==> src/design/isr_pkg.sv <==
// Shared constants and types for the integer square root pipeline.
`timescale 1ns / 1ps
`default_nettype none

package isr_pkg;

	// Fixed field widths of the stream beats.
	localparam int unsigned OPERAND_W = 64;
	localparam int unsigned ROOT_W    = 32;
	localparam int unsigned OUT_W     = 40;

	// Control bits that travel beside the data through every stage.
	typedef struct packed {
		logic valid;
		logic domain_error;
	} isr_ctl_t;

endpackage : isr_pkg

`default_nettype wire

==> src/design/isr_step.sv <==
// One registered digit step of the restoring square root recurrence.
`timescale 1ns / 1ps
`default_nettype none

module isr_step #(
	parameter int unsigned WIDTH   = 64,
	parameter int unsigned BIT_POS = 62
) (
	input  wire                   clk,
	input  wire                   arst_n,
	input  wire                   en,
	input  isr_pkg::isr_ctl_t     ctl_in,
	input  wire  [WIDTH-1:0]      rem_in,
	input  wire  [WIDTH-1:0]      acc_in,
	output isr_pkg::isr_ctl_t     ctl_s,
	output logic [WIDTH-1:0]      rem_s,
	output logic [WIDTH-1:0]      acc_s
);
	import isr_pkg::*;

	localparam logic [WIDTH-1:0] BIT_VAL = WIDTH'(1) << BIT_POS;

	logic [WIDTH-1:0] trial;
	logic             take;
	logic [WIDTH-1:0] rem_next;
	logic [WIDTH-1:0] acc_next;

	// The trial value acc + 4^k never overflows, since the operand reaching the
	// recurrence has its sign bit clear and acc grows no faster than its square root.
	always_comb begin
		trial    = acc_in + BIT_VAL;
		take     = (rem_in >= trial);
		rem_next = take ? (rem_in - trial) : rem_in;
		acc_next = take ? ((acc_in >> 1) + BIT_VAL) : (acc_in >> 1);
	end

	always_ff @(posedge clk or negedge arst_n) begin
		if (!arst_n) begin
			ctl_s <= '0;
		end else if (en) begin
			ctl_s <= ctl_in;
		end
	end

	always_ff @(posedge clk) begin
		if (en) begin
			rem_s <= rem_next;
			acc_s <= acc_next;
		end
	end

endmodule : isr_step

`default_nettype wire

==> src/design/integer_square_root_unit.sv <==
// Top level of the pipelined integer square root unit.
//
//   Port group | Dir | Beat contents (lowest bit first)
//   s_*        | in  | tdata[63:0]: operand (signed, low DATA_WIDTH bits used)
//   m_*        | out | tdata[31:0]: root, tdata[32]: domain_error, rest zero
//
// One input register, then one stage per root bit: DATA_WIDTH/2 stages, each a
// single subtract-and-compare. A new beat enters every cycle while the output side
// takes beats. Reset clears only the control bits (valid and domain_error); the
// data path needs none. A stall on the output freezes the whole pipeline, so
// nothing is lost or repeated.
`timescale 1ns / 1ps
`default_nettype none

module integer_square_root_unit #(
	parameter int unsigned DATA_WIDTH = 64
) (
	input  wire                          clk,
	input  wire                          arst_n,
	input  wire                          s_tvalid,
	output logic                         s_tready,
	input  wire  [isr_pkg::OPERAND_W-1:0] s_tdata,  // [63:0] operand
	output logic                         m_tvalid,
	input  wire                          m_tready,
	output logic [isr_pkg::OUT_W-1:0]    m_tdata    // [31:0] root, [32] domain_error
);
	import isr_pkg::*;

	localparam int unsigned STEPS   = (DATA_WIDTH - 2) / 2 + 1;
	localparam int unsigned TOP_POS = ((DATA_WIDTH - 2) / 2) * 2;

	logic                  en;
	isr_ctl_t              ctl_p [0:STEPS];
	logic [DATA_WIDTH-1:0] rem_p [0:STEPS];
	logic [DATA_WIDTH-1:0] acc_p [0:STEPS];

	isr_ctl_t              ctl_s1;
	logic [DATA_WIDTH-1:0] rem_s1;
	logic [DATA_WIDTH-1:0] value;
	logic                  negative;

	// The pipeline moves as one; it holds only when a finished beat waits.
	assign en       = !ctl_p[STEPS].valid || m_tready;
	assign s_tready = en;

	assign value    = s_tdata[DATA_WIDTH-1:0];
	assign negative = value[DATA_WIDTH-1];

	always_ff @(posedge clk or negedge arst_n) begin
		if (!arst_n) begin
			ctl_s1 <= '0;
		end else if (en) begin
			ctl_s1.valid        <= s_tvalid;
			ctl_s1.domain_error <= negative;
		end
	end

	// A negative operand starts from zero, which makes the root come out zero.
	always_ff @(posedge clk) begin
		if (en) begin
			rem_s1 <= negative ? '0 : value;
		end
	end

	assign ctl_p[0] = ctl_s1;
	assign rem_p[0] = rem_s1;
	assign acc_p[0] = '0;

	for (genvar i = 0; i < STEPS; i++) begin : g_step
		isr_step #(
			.WIDTH   (DATA_WIDTH),
			.BIT_POS (TOP_POS - 2 * i)
		) u_step (
			.clk    (clk),
			.arst_n (arst_n),
			.en     (en),
			.ctl_in (ctl_p[i]),
			.rem_in (rem_p[i]),
			.acc_in (acc_p[i]),
			.ctl_s  (ctl_p[i+1]),
			.rem_s  (rem_p[i+1]),
			.acc_s  (acc_p[i+1])
		);
	end

	logic [ROOT_W-1:0] root;

	assign root     = ROOT_W'(acc_p[STEPS]);
	assign m_tvalid = ctl_p[STEPS].valid;
	assign m_tdata  = {(OUT_W - ROOT_W - 1)'(0), ctl_p[STEPS].domain_error, root};

	// A domain error always comes with a zero root.
	a_err_zero: assert property (@(posedge clk) disable iff (!arst_n)
		(m_tvalid && m_tdata[ROOT_W]) |-> (m_tdata[ROOT_W-1:0] == '0))
		else $error("domain error beat carries a nonzero root");

	// The root never has more bits than there are digit steps.
	a_root_range: assert property (@(posedge clk) disable iff (!arst_n)
		m_tvalid |-> ((33'(m_tdata[ROOT_W-1:0]) >> STEPS) == '0))
		else $error("root exceeds the digit count");

	// The input side only stalls behind a held output beat.
	a_stall_cause: assert property (@(posedge clk) disable iff (!arst_n)
		!s_tready |-> (m_tvalid && !m_tready))
		else $error("input stalled without an output stall");

endmodule : integer_square_root_unit

`default_nettype wire

==> config.mk <==
export PLATFORM = sky130hd
export DESIGN_NAME = integer_square_root_unit
export DESIGN_NICKNAME = d
export VERILOG_FILES = /design/src/design/isr_pkg.sv /design/src/design/isr_step.sv /design/src/design/integer_square_root_unit.sv
export SDC_FILE = /design/constraint.sdc
export NUM_CORES = 2
export LEC_CHECK = 0
export BUFFER_PORTS_ARGS = -buffer_cell sky130_fd_sc_hd__buf_2
export CAP_MARGIN = 20
export CORE_MARGIN = 1
export CORE_UTILIZATION = 60
export CTS_CLUSTER_DIAMETER = 50
export DETAILED_ROUTE_END_ITERATION = 16
export PLACE_DENSITY = 0.74
export SLEW_MARGIN = 0
export SYNTH_ARGS = -nofsm -noshare
export SYNTH_HDL_FRONTEND = slang
export SYNTH_SLANG_ARGS = --single-unit
export TNS_END_PERCENT = 100
==> constraint.sdc <==
create_clock -name clk -period 365.1 [get_ports clk]
set_input_delay 109.53 -clock clk [delete_from_list [all_inputs] [get_ports clk]]
set_output_delay 109.53 -clock clk [all_outputs]
set_load 0.03 [all_outputs]
---- Word level (Yosys, flattened, before mapping) ----
Cells that the tools add are included.
word-level totals
  input bits .............................. 68
  output and inout bits ................... 42
  bits in registers ....................... 4130
operators by class
  multiplexer cells ....................... 63
  reductions and logical operators ........ 2
  $add $sub $neg .......................... 93
  $lt $le $gt $ge ......................... 32
operator list
  operator                number
  $ge 64x64->1            31
  $mux 64                 31
  $mux 63                 31
  $sub 64x64->64          30
  $add 63x11->64 const B  1
  $add 63x13->64 const B  1
  $add 63x15->64 const B  1
  $add 63x17->64 const B  1
  $add 63x19->64 const B  1
  $add 63x21->64 const B  1
  $add 63x23->64 const B  1
  $add 63x25->64 const B  1
  $add 63x27->64 const B  1
  $add 63x29->64 const B  1
  $add 63x3->64 const B   1
  $add 63x31->64 const B  1
  $add 63x33->64 const B  1
  $add 63x35->64 const B  1
  $add 63x37->64 const B  1
  $add 63x39->64 const B  1
  $add 63x41->64 const B  1
  $add 63x43->64 const B  1
  $add 63x45->64 const B  1
  $add 63x47->64 const B  1
  47 further kinds        47

---- Logic depth before layout (Yosys ltp) ----
  word-level depth ........................ 3
  depth in mapped cells ................... 15
  depth with buffers taken out ............ 13

---- Modules after synthesis ----
A second synthesis with hierarchy kept.
second synthesis, totals
  cell total of the unflattened synthesis .. 34646
  area, all modules ....................... 317759.8 um2
modules (own cells, without submodules)
  module                         instances  cells each  area an instance (um2)
  isr_step at g_step[30].u_step  1          1276        11133.2
  isr_step at g_step[31].u_step  1          1281        11036.8
  isr_step at g_step[27].u_step  1          1268        10965.5
  isr_step at g_step[28].u_step  1          1226        10656.5
  isr_step at g_step[29].u_step  1          1203        10641.5
  isr_step at g_step[24].u_step  1          1202        10588.9
  isr_step at g_step[26].u_step  1          1207        10526.3
  isr_step at g_step[25].u_step  1          1189        10421.2
  isr_step at g_step[22].u_step  1          1159        10377.5
  isr_step at g_step[23].u_step  1          1139        10331.2
  isr_step at g_step[21].u_step  1          1121        10247.3
  isr_step at g_step[19].u_step  1          1126        10207.3
  isr_step at g_step[20].u_step  1          1130        10072.2
  isr_step at g_step[17].u_step  1          1110        10054.6
  +19 rows                       n/a        n/a         n/a

---- Least setup slack after synthesis ----
Ideal clock, no wire load.
  path type ............................... input port to output port
  from .................................... in m_tready
  to ...................................... out s_tready
  stages .................................. 3
  arrival time ............................ 159.248 ns
  setup slack ............................. 96.322 ns
  buffers on the path ..................... 1
  path through ............................ nor2b_1 > clkbuf_1 > inv_1
between the ends
  word-level cells in the longest chain between the ends .. 1
ends and longest elaborated chain
  element           line                            text
  from (decl)       integer_square_root_unit.sv:24  input wire m_tready,
  $logic_or 1x1->1  integer_square_root_unit.sv:43  assign en = !ctl_p[STEPS].valid || m_tready;
  to (decl)         integer_square_root_unit.sv:21  output logic s_tready,
No other way between the ends.

---- Final worst setup path ----
Ends and elaborated chain as after synthesis.

==> summary.txt <==
Cells and area
  – Nets: 10639
  – Filler cell count in the final layout: 14818
  – Design area: 138000 sq um
  – Layout area overhead: 10.7%
  – Layout cells sized above 1: 0.0893
  – Post-Layout Cell Count: 13023

Floorplanning
  – IO Pins: 110
  – Die height: 459 um
  – Core ar.: 207000 sq um
  – Num rows: 167
  – Die width: 459 um
  – Die ar.: 210000 sq um
  – Starting Density: 0.604

Logic synthesis
  – Post-Synth Adder-Cell Area: 0.0556
  – Synthesized area per cell: 12.8 sq um
  – Synth Register Bits: 2641
  – Xor and xnor fraction of the mapped netlist area: 0.0626
  – Synthesized cell area: 125000 sq um
  – Synth top area cells: edfxtp_1 62%, ha_1 5.6%, xnor2_1 3.4%
  – Syn. warnings: 0
  – Post-synth top area share: 0.618
  – Distinct cells, synth: 100
  – Compound-Gate Fraction of Synth Area: 0.0873
  – Count leader, synth: edfxtp_1
  – Sequential area share after synthesis: 0.631
  – Post-synth top cells: 2575 x edfxtp_1, 682 x inv_1, 625 x a21oi_1
  – Top FF cell, synth: edfxtp_1
  – Largest family of logic cells by synthesized area: simple AND/OR/NAND/NOR gates
  – Asr flop ratio synth: 0.0250
  – Mux cell area share after synthesis: 0.0170
  – Synth Instances: 9786
  – Post-synth EDFFs: 2575
  – Area leader, netlist: edfxtp_1
  – Synth Area in Simple Gates: 0.117

Timing
  – Final Slew Violations: 0
  – Final WS setup: 144.24 ns
  – Layout Skew: 0.0619 ns
  – Hold Vio Cnt, Final: 0
  – Setup TNS: 0 ns
  – Unrepaired setup endpoints after global routing: false
  – Final setup fails: 0
  – Slew @ Worst Pin: 1.11 ns
  – Fmax: 0.00453 GHz
  – Fin crit share: 0.605
  – Shortest period the worst path allows: 220.86 ns
  – Slew Limit Headroom: 0.251

Worst setup path
  – Crit path arrival time: 111.33 ns
  – Critical-path maximum fanout: 107
  – Reg2Reg Depth: 9
  – R2r startpoint: g_step[31].u_step.ctl_s[1]
  – Flop-to-flop setup slack: 358.44 ns
  – Reg2Reg Capture Point: g_step[16].u_step.rem_s[48]
  – Critical path type: in2out
  – CP Data Required Time: 255.57 ns
  – Critical Path Start Type: input pin
  – Worst Setup End Kind: output pin

Detailed routing
  – Pre-antenna DRT Iters: 6
  – Drt total wl: 285 mm
  – Routed len/inst: 21.9 um
  – # DRC: 0
  – Drt via density: 6.04
  – Final ANT Viol Nets: 0
  – Vias after detailed routing: 78672
  – DR iter-0 viols: 7680

Clock network
  – CTS Buf Count: 310
  – Clock sink count: 2641
  – Worst-skew pair later-pin latency: 0.94 ns
  – Post-CTS Hold Fix Bufs: 0
  – Root Buffer: clkbuf_16
  – Maximum buffer depth of the clock tree: 4
  – Post-CTS setup buffer count: 0
  – H-tree depth: 5
  – CTS tree: done
  – Post-CTS Resized: 0
  – Clock slew at reported path FFs: 0.06 ns

Outcome
  – Status: finished clean

Place
  – Cell Area, Placed: 129000 sq um
  – Gpl congestion: 0.952
  – Placed cells: 12486
  – Setup WS pre-CTS: 144.24 ns
  – HPWL reported at the end of detailed placement: 207 mm
  – I/O Buffers: 102

GRT
  – Vias in the first global route: 76208
  – GRT overflow: 0
  – First-pass GRT wire length: 439 mm
  – Initial antenna violation count: 12
  – Pin count of the biggest net entering global routing: 200
  – GRT Total Usage: 0.270

Power and ir drop
  – Max VDD drop: 0.0119 mV
  – Leakage Power: 54.0 nW
  – Pwr dens: 9.35 nW/um^2

Hold path
  – Worst hold stages: 0
  – Hold Path End: g_step[0].u_step.rem_s[1]
  – Min-delay worst type: reg2reg
  – Worst Hold Launch: rem_s1[1]

Run
  – Max cap viols: 0
-- layout by cell type (no fill, tap or decap), types with 145 or more instances in the layout --
cell,instances
mux2_2,168
nand3_1,145
o21ai_0,378
a21o_1,247
nor4_1,325
xor2_1,414
inv_1,681
a21oi_1,625
nor3_1,271
clkbuf_16,315
ha_1,556
edfxtp_1,2575
xnor2_1,481
nor2_1,620
nand2_1,565
-- per-stage QoR --
| stage | total power, W | utilization | hold WS (ns) |
|---|---|---|---|
| finish | 0.00129 | 0.668 | 0.400 |
| global route | 0.00136 | 0.668 | 0.417 |
| global placement | 0.000979 | 0.620 | 0.400 |
| CTS | 0.00130 | 0.668 | 0.402 |
| floorplan | 0.00102 | - | 0.400 |
| detailed placement | 0.000989 | 0.620 | 0.405 |
-- worst max-delay path by stage --
| stage | from | end | slack [ns] |
|---|---|---|---|
| after floorplan | m_tready | s_tready | 96.32 |
| after global placement | m_tready | s_tready | 144.26 |
| after detailed placement | m_tready | s_tready | 144.24 |
| after CTS | m_tready | s_tready | 144.24 |
| after global routing | m_tready | s_tready | 144.08 |
| final | m_tready | s_tready | 144.24 |
-- report_power, final --
group          switching (W)  total [W]  internal, W  leakage (nW)
sequential         0.0000963   0.000611     0.000515          25.8
clock               0.000121   0.000301     0.000179          4.84
combinational       0.000229   0.000383     0.000154          23.4
total               0.000447    0.00129     0.000848          54.0
-- cell families after synthesis --
logic type / after synthesis
xor+xnor: 895
fa+ha+maj: 556
flops: 2641
other cells: 1
simple gates: 2808
mux: 187
compound gates: 1765
buf+inv: 933
-- critical path, stage by stage --
cell     delay (ns)
buf_2          0.11
nor2b_4        0.09
buf_4          0.62
inv_8          0.44
buf_2          0.39
-- sequential cells by signal (all words and copies together), names as in the netlist --
| name | count |
|---|---|
| g_step.u_step.rem_s | 1984 |
| g_step.u_step.acc_s | 528 |
| g_step.u_step.ctl_s | 64 |
| rem_s1 | 63 |
| ctl_p | 2 |
-- layout make-up --
class / instances / area [sq um] / area share
flip-flops and latches: 2641 / 79000 / 0.570
multi-input cells: 6220 / 42600 / 0.307
clock buffers: 355 / 8040 / 0.0581
well taps: 2788 / 3490 / 0.0252
inverters: 686 / 2580 / 0.0186
clock inverters: 176 / 1840 / 0.0133
repair buffers: 156 / 996 / 0.00719
diodes: 1 / 2.50 / 0.0000181
-- per-layer routing --
layer  vias up  routed length (um)  track usage
li1      36953                   -            -
met1     38726              126000        0.386
met2      2574              134000        0.432
met3       409               19300       0.0472
met4        10                5170       0.0589
met5         -                 195      0.00505
No activity file was read; power rests on OpenSTA's default activity.
